$ cat config.mk
export PLATFORM = sky130hd
export DESIGN_NAME = lru_key_value_cache_flat
export DESIGN_NICKNAME = d
export VERILOG_FILES = /design/src/rtl/lkvc_pkg.sv /design/src/rtl/lkvc_req_if.sv /design/src/rtl/lkvc_rsp_if.sv /design/src/rtl/lkvc_cell.sv /design/src/rtl/lru_key_value_cache.sv /design/src/flat_wrapper.sv
export SDC_FILE = /design/constraint.sdc
export NUM_CORES = 2
export LEC_CHECK = 0
export BUFFER_PORTS_ARGS = -buffer_cell sky130_fd_sc_hd__buf_2
export CORE_UTILIZATION = 50
export CTS_BUF_LIST = sky130_fd_sc_hd__clkbuf_4 sky130_fd_sc_hd__clkbuf_8 sky130_fd_sc_hd__clkbuf_16
export DETAILED_ROUTE_END_ITERATION = 10
export GPL_ROUTABILITY_DRIVEN = 1
export HOLD_SLACK_MARGIN = 0.1
export PLACE_DENSITY = 0.66
export SKIP_LAST_GASP = 1
export SLEW_MARGIN = 10
export SYNTH_ARGS = -nofsm -noshare
export SYNTH_HDL_FRONTEND = slang
export SYNTH_SLANG_ARGS = --single-unit
$ cat constraint.sdc
create_clock -name clk_i -period 7.75 [get_ports clk_i]
set_clock_uncertainty 0.1 [all_clocks]
set_input_delay 1.55 -clock clk_i [delete_from_list [all_inputs] [get_ports clk_i]]
set_output_delay 1.55 -clock clk_i [all_outputs]
set_load 0.02 [all_outputs]
$ cat src/rtl/lkvc_pkg.sv
// ----------------------------------------------------------------------------
// lkvc_pkg: shared constants for the LRU key/value cache
// Field widths, configuration register map and reset values.
// ----------------------------------------------------------------------------
`timescale 1ns / 1ps
`default_nettype none

package lkvc_pkg;

  localparam int unsigned KEY_W         = 32;
  localparam int unsigned VAL_W         = 32;
  localparam int unsigned CAP_W         = 5;
  localparam int unsigned MAX_ENTRIES_DEF = 16;

  // APB register map
  localparam int unsigned APB_AW        = 2;
  localparam int unsigned APB_DW        = 32;
  localparam logic [APB_AW-1:0] ADDR_CAPACITY = 2'd0;

  localparam logic [CAP_W-1:0] CAP_RESET = 5'd16;

  localparam logic [VAL_W-1:0] MISS_VALUE = 32'hFFFF_FFFF;

  typedef enum logic [2:0] {
    ST_IDLE = 3'b001,
    ST_SCAN = 3'b010,
    ST_UPD  = 3'b100
  } state_e;

endpackage

`default_nettype wire

$ cat src/rtl/lkvc_req_if.sv
// ----------------------------------------------------------------------------
// lkvc_req_if: request channel of the LRU key/value cache
// Carries one get or put word with valid/ready handshake.
// ----------------------------------------------------------------------------
`timescale 1ns / 1ps
`default_nettype none

interface lkvc_req_if;
  logic                        valid;
  logic                        ready;
  logic                        op;
  logic [lkvc_pkg::KEY_W-1:0]  key;
  logic [lkvc_pkg::VAL_W-1:0]  value;

  modport source (output valid, output op, output key, output value, input ready);
  modport sink   (input valid, input op, input key, input value, output ready);
endinterface

`default_nettype wire

$ cat src/rtl/lkvc_rsp_if.sv
// ----------------------------------------------------------------------------
// lkvc_rsp_if: response channel of the LRU key/value cache
// Carries one result word per request with valid/ready handshake.
// ----------------------------------------------------------------------------
`timescale 1ns / 1ps
`default_nettype none

interface lkvc_rsp_if;
  logic                        valid;
  logic                        ready;
  logic                        hit;
  logic [lkvc_pkg::VAL_W-1:0]  read_value;
  logic                        evicted;
  logic [lkvc_pkg::KEY_W-1:0]  evicted_key;

  modport source (output valid, output hit, output read_value, output evicted,
                  output evicted_key, input ready);
  modport sink   (input valid, input hit, input read_value, input evicted,
                  input evicted_key, output ready);
endinterface

`default_nettype wire

$ cat src/rtl/lkvc_cell.sv
// ----------------------------------------------------------------------------
// lkvc_cell: one entry of the cache chain
// Holds key, value, valid mark and recency rank; merges its own match, free
// and victim status into the scan word passed on to the next cell.
// ----------------------------------------------------------------------------
`timescale 1ns / 1ps
`default_nettype none

module lkvc_cell #(
  parameter int unsigned IDX = 0,
  parameter int unsigned IW  = 4,
  parameter type         scan_t = logic,
  parameter type         upd_t  = logic
) (
  input  wire logic                        clk_i,
  input  wire logic                        rst_ni,
  input  wire scan_t                       scan_i,
  output scan_t                            scan_o,
  input  wire logic [lkvc_pkg::KEY_W-1:0]  look_key_i,
  input  wire logic [IW-1:0]               last_rank_i,
  input  wire upd_t                        upd_i
);

  localparam logic [IW-1:0] MY_IDX = IW'(IDX);

  logic                       valid_q, valid_d;
  logic [IW-1:0]              rank_q, rank_d;
  logic [lkvc_pkg::KEY_W-1:0] key_q;
  logic [lkvc_pkg::VAL_W-1:0] val_q;
  logic                       wr_key, wr_val;
  scan_t                      scan_d, scan_q;

  // scan merge: first match, first free slot, least recent entry
  always_comb begin
    scan_d = scan_i;
    if (valid_q && key_q == look_key_i && !scan_i.found) begin
      scan_d.found     = 1'b1;
      scan_d.hit_idx   = MY_IDX;
      scan_d.hit_rank  = rank_q;
      scan_d.hit_value = val_q;
    end
    if (!valid_q && !scan_i.free_found) begin
      scan_d.free_found = 1'b1;
      scan_d.free_idx   = MY_IDX;
    end
    if (valid_q && rank_q == last_rank_i) begin
      scan_d.vic_idx = MY_IDX;
      scan_d.vic_key = key_q;
    end
  end

  always_ff @(posedge clk_i) begin
    scan_q <= scan_d;
  end

  assign scan_o = scan_q;

  // update: broadcast command applied by every cell at once
  always_comb begin
    valid_d = valid_q;
    rank_d  = rank_q;
    wr_key  = 1'b0;
    wr_val  = 1'b0;
    if (upd_i.en) begin
      if (upd_i.tgt == MY_IDX) begin
        rank_d = '0;
        if (!upd_i.is_hit) begin
          valid_d = 1'b1;
          wr_key  = 1'b1;
          wr_val  = 1'b1;
        end else begin
          wr_val = upd_i.is_put;
        end
      end else if (valid_q && (!upd_i.is_hit || rank_q < upd_i.limit)) begin
        rank_d = rank_q + 1'b1;
      end
    end
  end

  always_ff @(posedge clk_i or negedge rst_ni) begin
    if (!rst_ni) begin
      valid_q <= 1'b0;
      rank_q  <= '0;
    end else begin
      valid_q <= valid_d;
      rank_q  <= rank_d;
    end
  end

  always_ff @(posedge clk_i) begin
    if (wr_key) begin
      key_q <= upd_i.key;
    end
    if (wr_val) begin
      val_q <= upd_i.value;
    end
  end

endmodule

`default_nettype wire

$ cat src/rtl/lru_key_value_cache.sv
// ----------------------------------------------------------------------------
// lru_key_value_cache: fully associative key/value store, LRU replacement
// Entries sit in a chain of cells; a scan word ripples down it, then one
// broadcast update rewrites keys, values and recency ranks.
// ----------------------------------------------------------------------------
// Usage:
//   req_i  : request word (op 0 = get, op 1 = put, key, value), valid/ready.
//   rsp_o  : one result word per request (hit, read_value, evicted,
//            evicted_key), valid/ready, held in an output register.
//   APB    : capacity at address 0 (5 bits, reset 16); write only while idle.
// Timing:
//   A request is accepted in the idle state. The scan word passes one cell
//   per cycle through the scan state; the update state then loads the output
//   register and returns to idle. A new request is taken only once the last
//   one has finished its update; the scan chain length sets the lookup time.
// Reset:
//   All valid marks, ranks and the entry count clear at once; no sweep.
// Back-pressure:
//   A waiting result does not block acceptance or the scan of the next
//   request; that request holds in its update cycle until the output
//   register is taken.
// ----------------------------------------------------------------------------
`timescale 1ns / 1ps
`default_nettype none

module lru_key_value_cache #(
  parameter int unsigned MAX_ENTRIES = lkvc_pkg::MAX_ENTRIES_DEF
) (
  input  wire logic                         clk_i,
  input  wire logic                         rst_ni,
  lkvc_req_if.sink                          req_i,
  lkvc_rsp_if.source                        rsp_o,
  input  wire logic                         psel,
  input  wire logic                         penable,
  input  wire logic                         pwrite,
  input  wire logic [lkvc_pkg::APB_AW-1:0]  paddr,
  input  wire logic [lkvc_pkg::APB_DW-1:0]  pwdata,
  output logic      [lkvc_pkg::APB_DW-1:0]  prdata,
  output logic                              pready
);

  localparam int unsigned IW = $clog2(MAX_ENTRIES);
  localparam int unsigned UW = $clog2(MAX_ENTRIES + 1);
  localparam int unsigned CW = (UW > lkvc_pkg::CAP_W) ? UW : lkvc_pkg::CAP_W;
  localparam int unsigned KW = lkvc_pkg::KEY_W;
  localparam int unsigned VW = lkvc_pkg::VAL_W;

  typedef struct packed {
    logic          found;
    logic [IW-1:0] hit_idx;
    logic [IW-1:0] hit_rank;
    logic [VW-1:0] hit_value;
    logic          free_found;
    logic [IW-1:0] free_idx;
    logic [IW-1:0] vic_idx;
    logic [KW-1:0] vic_key;
  } scan_t;

  typedef struct packed {
    logic          en;
    logic          is_hit;
    logic          is_put;
    logic [IW-1:0] tgt;
    logic [IW-1:0] limit;
    logic [KW-1:0] key;
    logic [VW-1:0] value;
  } upd_t;

  // ---------------- configuration ----------------
  logic [lkvc_pkg::CAP_W-1:0] cap_q;
  logic                       cfg_wr;

  assign pready = 1'b1;
  assign cfg_wr = psel && penable && pwrite && (paddr == lkvc_pkg::ADDR_CAPACITY);

  always_ff @(posedge clk_i or negedge rst_ni) begin
    if (!rst_ni) begin
      cap_q <= lkvc_pkg::CAP_RESET;
    end else if (cfg_wr) begin
      cap_q <= pwdata[lkvc_pkg::CAP_W-1:0];
    end
  end

  always_comb begin
    prdata = '0;
    if (paddr == lkvc_pkg::ADDR_CAPACITY) begin
      prdata = lkvc_pkg::APB_DW'(cap_q);
    end
  end

  // ---------------- control ----------------
  lkvc_pkg::state_e   state_q, state_d;
  logic [IW-1:0]      cnt_q, cnt_d;
  logic [UW-1:0]      used_q, used_d;
  logic               op_q;
  logic [KW-1:0]      key_q;
  logic [VW-1:0]      val_q;
  logic               out_vld_q, out_vld_d;
  logic               out_hit_q, out_ev_q;
  logic [VW-1:0]      out_rd_q;
  logic [KW-1:0]      out_evk_q;
  logic               accept, fire;
  logic [CW-1:0]      cap_ext, eff_cap;
  logic               evict;
  logic [IW-1:0]      last_rank;
  scan_t              chain [MAX_ENTRIES+1];
  scan_t              res;
  upd_t               upd;

  assign req_i.ready = (state_q == lkvc_pkg::ST_IDLE);
  assign accept      = req_i.valid && req_i.ready;
  assign fire        = (state_q == lkvc_pkg::ST_UPD) && (!out_vld_q || rsp_o.ready);

  // effective capacity: zero reads as one, clamp to the entry count
  assign cap_ext = CW'(cap_q);
  always_comb begin
    priority if (cap_q == '0) begin
      eff_cap = CW'(1);
    end else if (cap_ext > CW'(MAX_ENTRIES)) begin
      eff_cap = CW'(MAX_ENTRIES);
    end else begin
      eff_cap = cap_ext;
    end
  end

  assign evict     = CW'(used_q) >= eff_cap;
  assign last_rank = IW'(used_q - 1'b1);
  assign chain[0]  = '0;
  assign res       = chain[MAX_ENTRIES];

  always_comb begin
    state_d = state_q;
    cnt_d   = cnt_q;
    unique case (state_q)
      lkvc_pkg::ST_IDLE: begin
        cnt_d = '0;
        if (accept) begin
          state_d = lkvc_pkg::ST_SCAN;
        end
      end
      lkvc_pkg::ST_SCAN: begin
        cnt_d = cnt_q + 1'b1;
        if (cnt_q == IW'(MAX_ENTRIES - 1)) begin
          state_d = lkvc_pkg::ST_UPD;
        end
      end
      lkvc_pkg::ST_UPD: begin
        if (fire) begin
          state_d = lkvc_pkg::ST_IDLE;
        end
      end
      default: begin
        state_d = lkvc_pkg::ST_IDLE;
      end
    endcase
  end

  // update command from the finished scan word
  always_comb begin
    upd.en     = fire && (res.found || op_q);
    upd.is_hit = res.found;
    upd.is_put = op_q;
    upd.limit  = res.hit_rank;
    upd.key    = key_q;
    upd.value  = val_q;
    priority if (res.found) begin
      upd.tgt = res.hit_idx;
    end else if (evict) begin
      upd.tgt = res.vic_idx;
    end else begin
      upd.tgt = res.free_idx;
    end
  end

  always_comb begin
    used_d = used_q;
    if (fire && !res.found && op_q && !evict) begin
      used_d = used_q + 1'b1;
    end
  end

  always_comb begin
    out_vld_d = out_vld_q;
    if (fire) begin
      out_vld_d = 1'b1;
    end else if (rsp_o.ready) begin
      out_vld_d = 1'b0;
    end
  end

  always_ff @(posedge clk_i or negedge rst_ni) begin
    if (!rst_ni) begin
      state_q   <= lkvc_pkg::ST_IDLE;
      cnt_q     <= '0;
      used_q    <= '0;
      out_vld_q <= 1'b0;
    end else begin
      state_q   <= state_d;
      cnt_q     <= cnt_d;
      used_q    <= used_d;
      out_vld_q <= out_vld_d;
    end
  end

  // hold the request word for the scan and update
  always_ff @(posedge clk_i) begin
    if (accept) begin
      op_q  <= req_i.op;
      key_q <= req_i.key;
      val_q <= req_i.value;
    end
  end

  always_ff @(posedge clk_i) begin
    if (fire) begin
      out_hit_q <= res.found;
      out_ev_q  <= !res.found && op_q && evict;
      out_evk_q <= (!res.found && op_q && evict) ? res.vic_key : '0;
      priority if (op_q) begin
        out_rd_q <= '0;
      end else if (res.found) begin
        out_rd_q <= res.hit_value;
      end else begin
        out_rd_q <= lkvc_pkg::MISS_VALUE;
      end
    end
  end

  assign rsp_o.valid       = out_vld_q;
  assign rsp_o.hit         = out_hit_q;
  assign rsp_o.read_value  = out_rd_q;
  assign rsp_o.evicted     = out_ev_q;
  assign rsp_o.evicted_key = out_evk_q;

  // ---------------- cell chain ----------------
  for (genvar g = 0; g < MAX_ENTRIES; g++) begin : g_cell
    lkvc_cell #(
      .IDX    (g),
      .IW     (IW),
      .scan_t (scan_t),
      .upd_t  (upd_t)
    ) u_cell (
      .clk_i       (clk_i),
      .rst_ni      (rst_ni),
      .scan_i      (chain[g]),
      .scan_o      (chain[g+1]),
      .look_key_i  (key_q),
      .last_rank_i (last_rank),
      .upd_i       (upd)
    );
  end

endmodule

`default_nettype wire

$ cat src/flat_wrapper.sv
// flat-port wrapper written by rule: the top's interface ports become plain ports
module lru_key_value_cache_flat 
#(
  parameter int unsigned MAX_ENTRIES = lkvc_pkg::MAX_ENTRIES_DEF
)
  (clk_i, rst_ni, psel, penable, pwrite, paddr, pwdata, prdata, pready, req_i_valid, req_i_op, req_i_key, req_i_value, req_i_ready, rsp_o_valid, rsp_o_hit, rsp_o_read_value, rsp_o_evicted, rsp_o_evicted_key, rsp_o_ready);
  lkvc_req_if req_i_i ();
  lkvc_rsp_if rsp_o_i ();
  input  wire logic clk_i;
  input  wire logic rst_ni;
  input  wire logic psel;
  input  wire logic penable;
  input  wire logic pwrite;
  input  wire logic [lkvc_pkg::APB_AW-1:0] paddr;
  input  wire logic [lkvc_pkg::APB_DW-1:0] pwdata;
  output logic      [lkvc_pkg::APB_DW-1:0] prdata;
  output logic pready;
  input wire logic [$bits(req_i_i.valid)-1:0] req_i_valid;
  input wire logic [$bits(req_i_i.op)-1:0] req_i_op;
  input wire logic [$bits(req_i_i.key)-1:0] req_i_key;
  input wire logic [$bits(req_i_i.value)-1:0] req_i_value;
  output wire logic [$bits(req_i_i.ready)-1:0] req_i_ready;
  output wire logic [$bits(rsp_o_i.valid)-1:0] rsp_o_valid;
  output wire logic [$bits(rsp_o_i.hit)-1:0] rsp_o_hit;
  output wire logic [$bits(rsp_o_i.read_value)-1:0] rsp_o_read_value;
  output wire logic [$bits(rsp_o_i.evicted)-1:0] rsp_o_evicted;
  output wire logic [$bits(rsp_o_i.evicted_key)-1:0] rsp_o_evicted_key;
  input wire logic [$bits(rsp_o_i.ready)-1:0] rsp_o_ready;
  assign req_i_i.valid = req_i_valid;
  assign req_i_i.op = req_i_op;
  assign req_i_i.key = req_i_key;
  assign req_i_i.value = req_i_value;
  assign req_i_ready = req_i_i.ready;
  assign rsp_o_valid = rsp_o_i.valid;
  assign rsp_o_hit = rsp_o_i.hit;
  assign rsp_o_read_value = rsp_o_i.read_value;
  assign rsp_o_evicted = rsp_o_i.evicted;
  assign rsp_o_evicted_key = rsp_o_i.evicted_key;
  assign rsp_o_i.ready = rsp_o_ready;
  lru_key_value_cache #(.MAX_ENTRIES(MAX_ENTRIES)) u_core (.clk_i(clk_i), .rst_ni(rst_ni), .req_i(req_i_i), .rsp_o(rsp_o_i), .psel(psel), .penable(penable), .pwrite(pwrite), .paddr(paddr), .pwdata(pwdata), .prdata(prdata), .pready(pready));
endmodule
Word-level counts from Yosys, hierarchy flattened
Cells that the tools add are included.
{"block": "word_totals", "ff_bits": 2560, "inputBits": 106, "word_cells": 646}
{"block": "op_classes", "n_addsub": 19, "magnitude_cmp": 18, "eq_ne": 54, "n_mux": 143, "bitwise_logic": 1, "reduce_logical": 209}
{"op": "$mux 36", "count": 15}
{"op": "$eq 32x32->1", "count": 16}
{"op": "$mux 32", "count": 16}
{"op": "$mux 4", "count": 34}
{"op": "$logic_and 1x1->1", "count": 89}
{"op": "$add 4x1->4 const B", "count": 17}
{"op": "$mux 1", "count": 68}
{"op": "$eq 4x4->1", "count": 16}
{"op": "$lt 4x4->1", "count": 16}
{"op": "$reduce_and 3->1", "count": 17}
{"op": "$logic_not 1->1", "count": 48}
{"op": "$mux 41", "count": 1}
{"op": "$eq 4x4->1 const B", "count": 9}
{"op": "$reduce_bool 2->1", "count": 18}
{"op": "$reduce_and 2->1", "count": 16}
{"op": "$mux 5", "count": 4}
{"op": "$logic_or 1x1->1", "count": 18}
{"op": "$eq 4x3->1 const B", "count": 4}
{"op": "$mux 3", "count": 3}
{"op": "$pmux 3 s3", "count": 1}
{"op": "$eq 4x2->1 const B", "count": 2}
{"op": "$pmux 4 s2", "count": 1}
{"op": "$add 5x1->5 const B", "count": 1}
{"op": "$ge 5x5->1", "count": 1}
{"op": "other kinds (12)", "count": 13}

Longest topological paths before layout
{"block": "logic_depth", "ltp_word": 9, "ltp_mapped": 13}

Hierarchy
From an unflattened synthesis, not the netlist that was laid out.
{"block": "unflattened", "hier_cells": 5625, "hier_area_um2": 91930.7}
{"mod": "lkvc_cell at u_core.g_cell[10].u_cell ...", "instances": 4, "cells_per_inst": 325, "area_each_um2": 5420.2, "seq_area_each_um2": 3688.5}
{"mod": "lkvc_cell at u_core.g_cell[11].u_cell ...", "instances": 4, "cells_per_inst": 326, "area_each_um2": 5261.3, "seq_area_each_um2": 3688.5}
{"mod": "lkvc_cell at u_core.g_cell[12].u_cell ...", "instances": 2, "cells_per_inst": 326, "area_each_um2": 5418.9, "seq_area_each_um2": 3688.5}
{"mod": "lkvc_cell at u_core.g_cell[1].u_cell ...", "instances": 2, "cells_per_inst": 325, "area_each_um2": 5418.9, "seq_area_each_um2": 3688.5}
{"mod": "lkvc_cell at u_core.g_cell[4].u_cell ...", "instances": 2, "cells_per_inst": 325, "area_each_um2": 5410.2, "seq_area_each_um2": 3688.5}
{"mod": "lru_key_value_cache", "instances": 1, "cells_per_inst": 417, "area_each_um2": 6028.3, "seq_area_each_um2": 4386.7}
{"mod": "lkvc_cell at u_core.g_cell[0].u_cell", "instances": 1, "cells_per_inst": 326, "area_each_um2": 5422.7, "seq_area_each_um2": 3688.5}
{"mod": "lkvc_cell at u_core.g_cell[15].u_cell", "instances": 1, "cells_per_inst": 326, "area_each_um2": 5257.5, "seq_area_each_um2": 3688.5}

Worst setup path before layout
OpenSTA, ideal clock, no wires.
{"block": "synth_timing", "path_kind": "input -> register", "start": "in rsp_o_ready", "end": "reg u_core.g_cell[8].u_cell.key_q[0] in the netlist's numbering (enable)", "t_arrival_ps": 6306, "t_required_ps": 7187, "setup_slack_ps": 881, "path_stages": 4, "cell_sequence": "nor2b_1 nor2_2 nand3_1 nor3_1"}
{"block": "synth_via", "elab_chain_cells": 4}
{"element": "start, declared", "line": "flat_wrapper.sv:28", "source": "input wire logic [$bits(rsp_o_i.ready)-1:0] rsp_o_ready;"}
{"element": "$logic_or 1x1->1", "line": "lru_key_value_cache.sv:112", "source": "assign fire = (state_q == lkvc_pkg::ST_UPD) && (!out_vld_q || rsp_o.ready);"}
{"element": "$logic_and 1x1->1", "line": "lru_key_value_cache.sv:112"}
{"element": "net u_core.fire", "line": "lru_key_value_cache.sv:102", "source": "logic accept, fire;"}
{"element": "$logic_and 1x1->1", "line": "lru_key_value_cache.sv:160", "source": "upd.en = fire && (res.found || op_q);"}
{"element": "$mux 1", "line": "lkvc_cell.sv:64", "source": "if (upd_i.en) begin"}
{"element": "net u_core.g_cell[8].u_cell.wr_key", "line": "lkvc_cell.sv:30", "source": "logic wr_key, wr_val;"}
{"element": "end signal, assigned", "line": "lkvc_cell.sv:92", "source": "key_q <= upd_i.key;"}
{"element": "end, declared", "line": "lkvc_cell.sv:28", "source": "logic [lkvc_pkg::KEY_W-1:0] key_q;"}
The timed path passes the listed nets, and every way through them passes these cells.
A chain may end at the register's enable or synchronous reset.

Worst setup path in the final report
{"block": "layout_timing", "start": "reg u_core.used_q[0]", "end": "reg u_core.g_cell[2].u_cell.key_q[2] in the netlist's numbering (enable)"}
{"block": "layout_via", "elab_chain_cells": 6}
{"element": "start, declared", "line": "lru_key_value_cache.sv:94", "source": "logic [UW-1:0] used_q, used_d;"}
{"element": "start signal, assigned", "line": "lru_key_value_cache.sv:200", "source": "used_q <= used_d;"}
{"element": "$ge 5x5->1", "line": "lru_key_value_cache.sv:126", "source": "assign evict = CW'(used_q) >= eff_cap;"}
{"element": "$mux 4", "line": "lru_key_value_cache.sv:168", "source": "end else if (evict) begin"}
{"element": "$mux 4", "line": "lru_key_value_cache.sv:166", "source": "priority if (res.found) begin"}
{"element": "$eq 4x2->1", "line": "lkvc_cell.sv:65", "source": "if (upd_i.tgt == MY_IDX) begin"}
{"element": "$mux 1", "line": "lkvc_cell.sv:65"}
{"element": "$mux 1", "line": "lkvc_cell.sv:64"}
{"element": "net u_core.g_cell[2].u_cell.wr_key", "line": "lkvc_cell.sv:30"}
{"element": "end signal, assigned", "line": "lkvc_cell.sv:92"}
{"element": "end, declared", "line": "lkvc_cell.sv:28"}
The timed path passes the listed nets, and every way through them passes these cells.

==> impl_metrics.tcl <==
set metrics [dict create \
    power.ir.vdd_worst_mv 0.254 \
    path_clk_slew_ns 0.06 \
    vias 43800 \
    syn_inst 5621 \
    yosysTopAreaCell "edfxtp_1" \
    root_buffer "clkbuf_16" \
    p_leak_nw 38.5 \
    initial_utilization 0.505 \
    portBuffers 151 \
    crit_fanout 33 \
    ys_warn_count 0 \
    first_pass_iters 7 \
    synthMuxAreaShare 0.132 \
    grt_max_degree 71 \
    async_flop_share 0.0389 \
    maxSlewHeadroom 0.196 \
    hold_buffers 0 \
    synth_edf_count 1155 \
    crit_path_start_kind "flop" \
    clk_latency_ns 0.91 \
    yosysSeqAreaShare 0.709 \
    fp.dieArea_um2 178000 \
    rsz0062_at_grt "false" \
    synthTopCellsByCount "1266 x dfxtp_1, 1155 x edfxtp_1, 1002 x mux2_2" \
    cp_data_arrival_time_ns 5.02 \
    timing.final.crit_share 0.597 \
    cts_setup_buffers 0 \
    setup_viol 0 \
    fin_crit_ns 4.63 \
    hold_class "reg2reg" \
    drv_cap 0 \
    dp_hpwl_mm 116 \
    syn_to_final_growth_pct 14.5 \
    design_area_um2 101000 \
    ys_ff_latch 2519 \
    grtUsageTotal 0.204 \
    final-hold-violation-count 0 \
    placed_area_um2 92000 \
    syn_area_um2 88200 \
    crit_type "reg2reg" \
    drt_iter0_drc 3086 \
    ant_nets 0 \
    rows 153 \
    cts_resized 0 \
    grt-ovfl-total 0 \
    gp_congestion 0.837 \
    fmax_mhz 216 \
    timing.final.ws_setup_ns 3.12 \
    io-pin-count 207 \
    routed_wl_mm 184 \
    layout.nets 6128 \
    fin_setup_tns_ns 0 \
    synth_top_family_by_area "multiplexers" \
    cp.required_ns 8.14 \
    synth-xor-area-share 0.0568 \
    cts_made_buffers 276 \
    synth-main-ff-cell "dfxtp_1" \
    cts_sinks 2519 \
    status "finished, final reports clean" \
    r2r_setup_slack_ns 3.12 \
    synth_compound_area_frac 0.0188 \
    grt_pass1_wl_mm 276 \
    cts.path.max_buffers 4 \
    antenna_found_initial 8 \
    synth_area_leaders "edfxtp_1 39%, dfxtp_1 29%, mux2_2 13%" \
    cp-end-kind "flop" \
    postSynthAreaPerCell_um2 15.7 \
    hold-worst-slack_ns 0.290 \
    die_w_um 422 \
    worst_slew_pin_slew_ns 1.21 \
    die_h_um 422 \
    drt-wirelength-per-cell_um 21.7 \
    coreArea_um2 175000 \
    layout-drive-gt1-share 0.314 \
    grt_pass1_vias 44900 \
    synth_fa_ha_area_frac 0.0102 \
    yosysUniqueCellTypes 77 \
    synthDominantCellAreaShare 0.393 \
    yosys.area_share.simple 0.0558 \
    drcViolationCount 0 \
    synth.most_common_cell "dfxtp_1" \
    powerDensity_nw_per_um2 283 \
    vias_per_cell 5.17 \
    dp_slack_ns 2.66 \
    cts_tree "done" \
    final_max_slew_viol_count 0 \
    cts_max_level 5 \
]
==> area by class of cell <==
class                           instances  area (um2)
Antenna cell                            3        7.51
Clock buffer                          393        8150
Clock inverter                         83         847
Fill cell                           13500       73600
Inverter                               66         248
Multi-Input combinational cell       2811       24600
Sequential cell                      2519       62500
Tap cell                             2325        2910
Timing Repair Buffer                  276        1710
==> worst max-delay path: stages (launching register included) <==
cell and delay (ns):
dfrtp_1 0.32, buf_4 0.38, inv_1 0.18, ha_1 0.32, nor2b_1 0.22, o221a_2 0.42
mux2i_1 0.13, a2111o_1 0.62, nand2b_1 0.57, nor2_4 0.95
==> sequential cells by signal, indices dropped and copies added, names as in the netlist, 3 cells and up <==
name	count
u_core.val_q	32
u_core.g_cell.u_cell.rank_q	64
u_core.state_q	3
u_core.rsp_o.evicted_key	32
u_core.used_q	5
u_core.g_cell.u_cell.valid_q	16
u_core.g_cell.u_cell.val_q	512
u_core.g_cell.u_cell.key_q	512
u_core.cnt_q	4
u_core.key_q	32
u_core.rsp_o.read_value	32
u_core.cap_ext	5
u_core.g_cell.u_cell.scan_o	1266
==> routing by layer <==
metal	up-vias	wire, um	global-route usage
met2	993	86800	0.334
met3	369	8000	0.0337
met4	0	5980	0.0730
met5	-	0	0
met1	21800	82900	0.274
li1	20700	-	-
==> logic make-up after synthesis <==
| logic type | Yosys count |
|---|---|
| buffers and inverters | 317 |
| XOR/XNOR | 569 |
| adder cells (fa/ha/maj) | 72 |
| flip-flops | 2519 |
| AO/OA/AOI/OAI | 249 |
| AND/OR/NAND/NOR | 856 |
| other | 2 |
| multiplexers | 1037 |
==> path summary, 6_finish.rpt <==
check	from	endpoint	cells past startpoint
worst min register to register	u_core.g_cell[4].u_cell.scan_o[34]$_SDFF_PP1_	u_core.g_cell[5].u_cell.scan_o[34]$_SDFF_PP1_	1
max in group asynchronous	rst_ni	u_core.g_cell[7].u_cell.rank_q[3]$_DFFE_PN0P_	2
min in group asynchronous	rst_ni	u_core.state_q[1]$_DFFE_PN0P_	1
worst max register to register	u_core.used_q[0]$_DFFE_PN0P_	u_core.g_cell[2].u_cell.key_q[2]$_DFFE_PP_	9
worst min-delay path	u_core.g_cell[4].u_cell.scan_o[34]$_SDFF_PP1_	u_core.g_cell[5].u_cell.scan_o[34]$_SDFF_PP1_	1
worst max-delay path	u_core.used_q[0]$_DFFE_PN0P_	u_core.g_cell[2].u_cell.key_q[2]$_DFFE_PP_	9
==> metrics by stage <==
stage,power (mW),std cells,utilization
2_1_floorplan,15.4,5647,-
3_3_place_gp,16.0,7997,0.527
3_5_place_dp,16.1,7997,0.527
4_1_cts,28.9,8473,0.578
5_1_grt,29.5,8473,0.578
6_report,28.6,8476,0.578
==> cells in the final DEF (no fill, tap or decap), types with 10 or more instances in the layout <==
cell and instances:
a21o_1 44, a21oi_1 50, a31oi_1 22, and2_1 109, buf_2 150, buf_4 125, bufinv_16 16, clkbuf_16 284
clkbuf_4 73, clkbuf_8 36, clkinv_1 16, clkinv_2 39, conb_1 28, dfrtp_1 96, dfxtp_1 1265, edfxtp_1 1155
ha_1 72, inv_1 66, mux2_1 24, mux2_2 1002, mux2i_1 11, nand2_1 116, nand2b_1 38, nand3_1 43
nand4_1 66, nand4b_1 10, nor2_1 73, nor2_2 10, nor2_4 14, nor2b_1 53, nor3_1 45, nor3_2 19
nor3_4 16, nor4_1 86, o21ai_0 58, or2_2 109, xnor2_1 200, xor2_1 367
==> power by group <==
part / leakage (nW) / internal (mW) / switching (mW) / total [mW]
combinational: 12.2 / 0.379 / 0.966 / 1.34
clock: 4.54 / 7.84 / 4.97 / 12.8
sequential: 21.8 / 14.2 / 0.195 / 14.4
total: 38.5 / 22.4 / 6.13 / 28.6
Note: power is estimated with default switching activity, not from simulation.
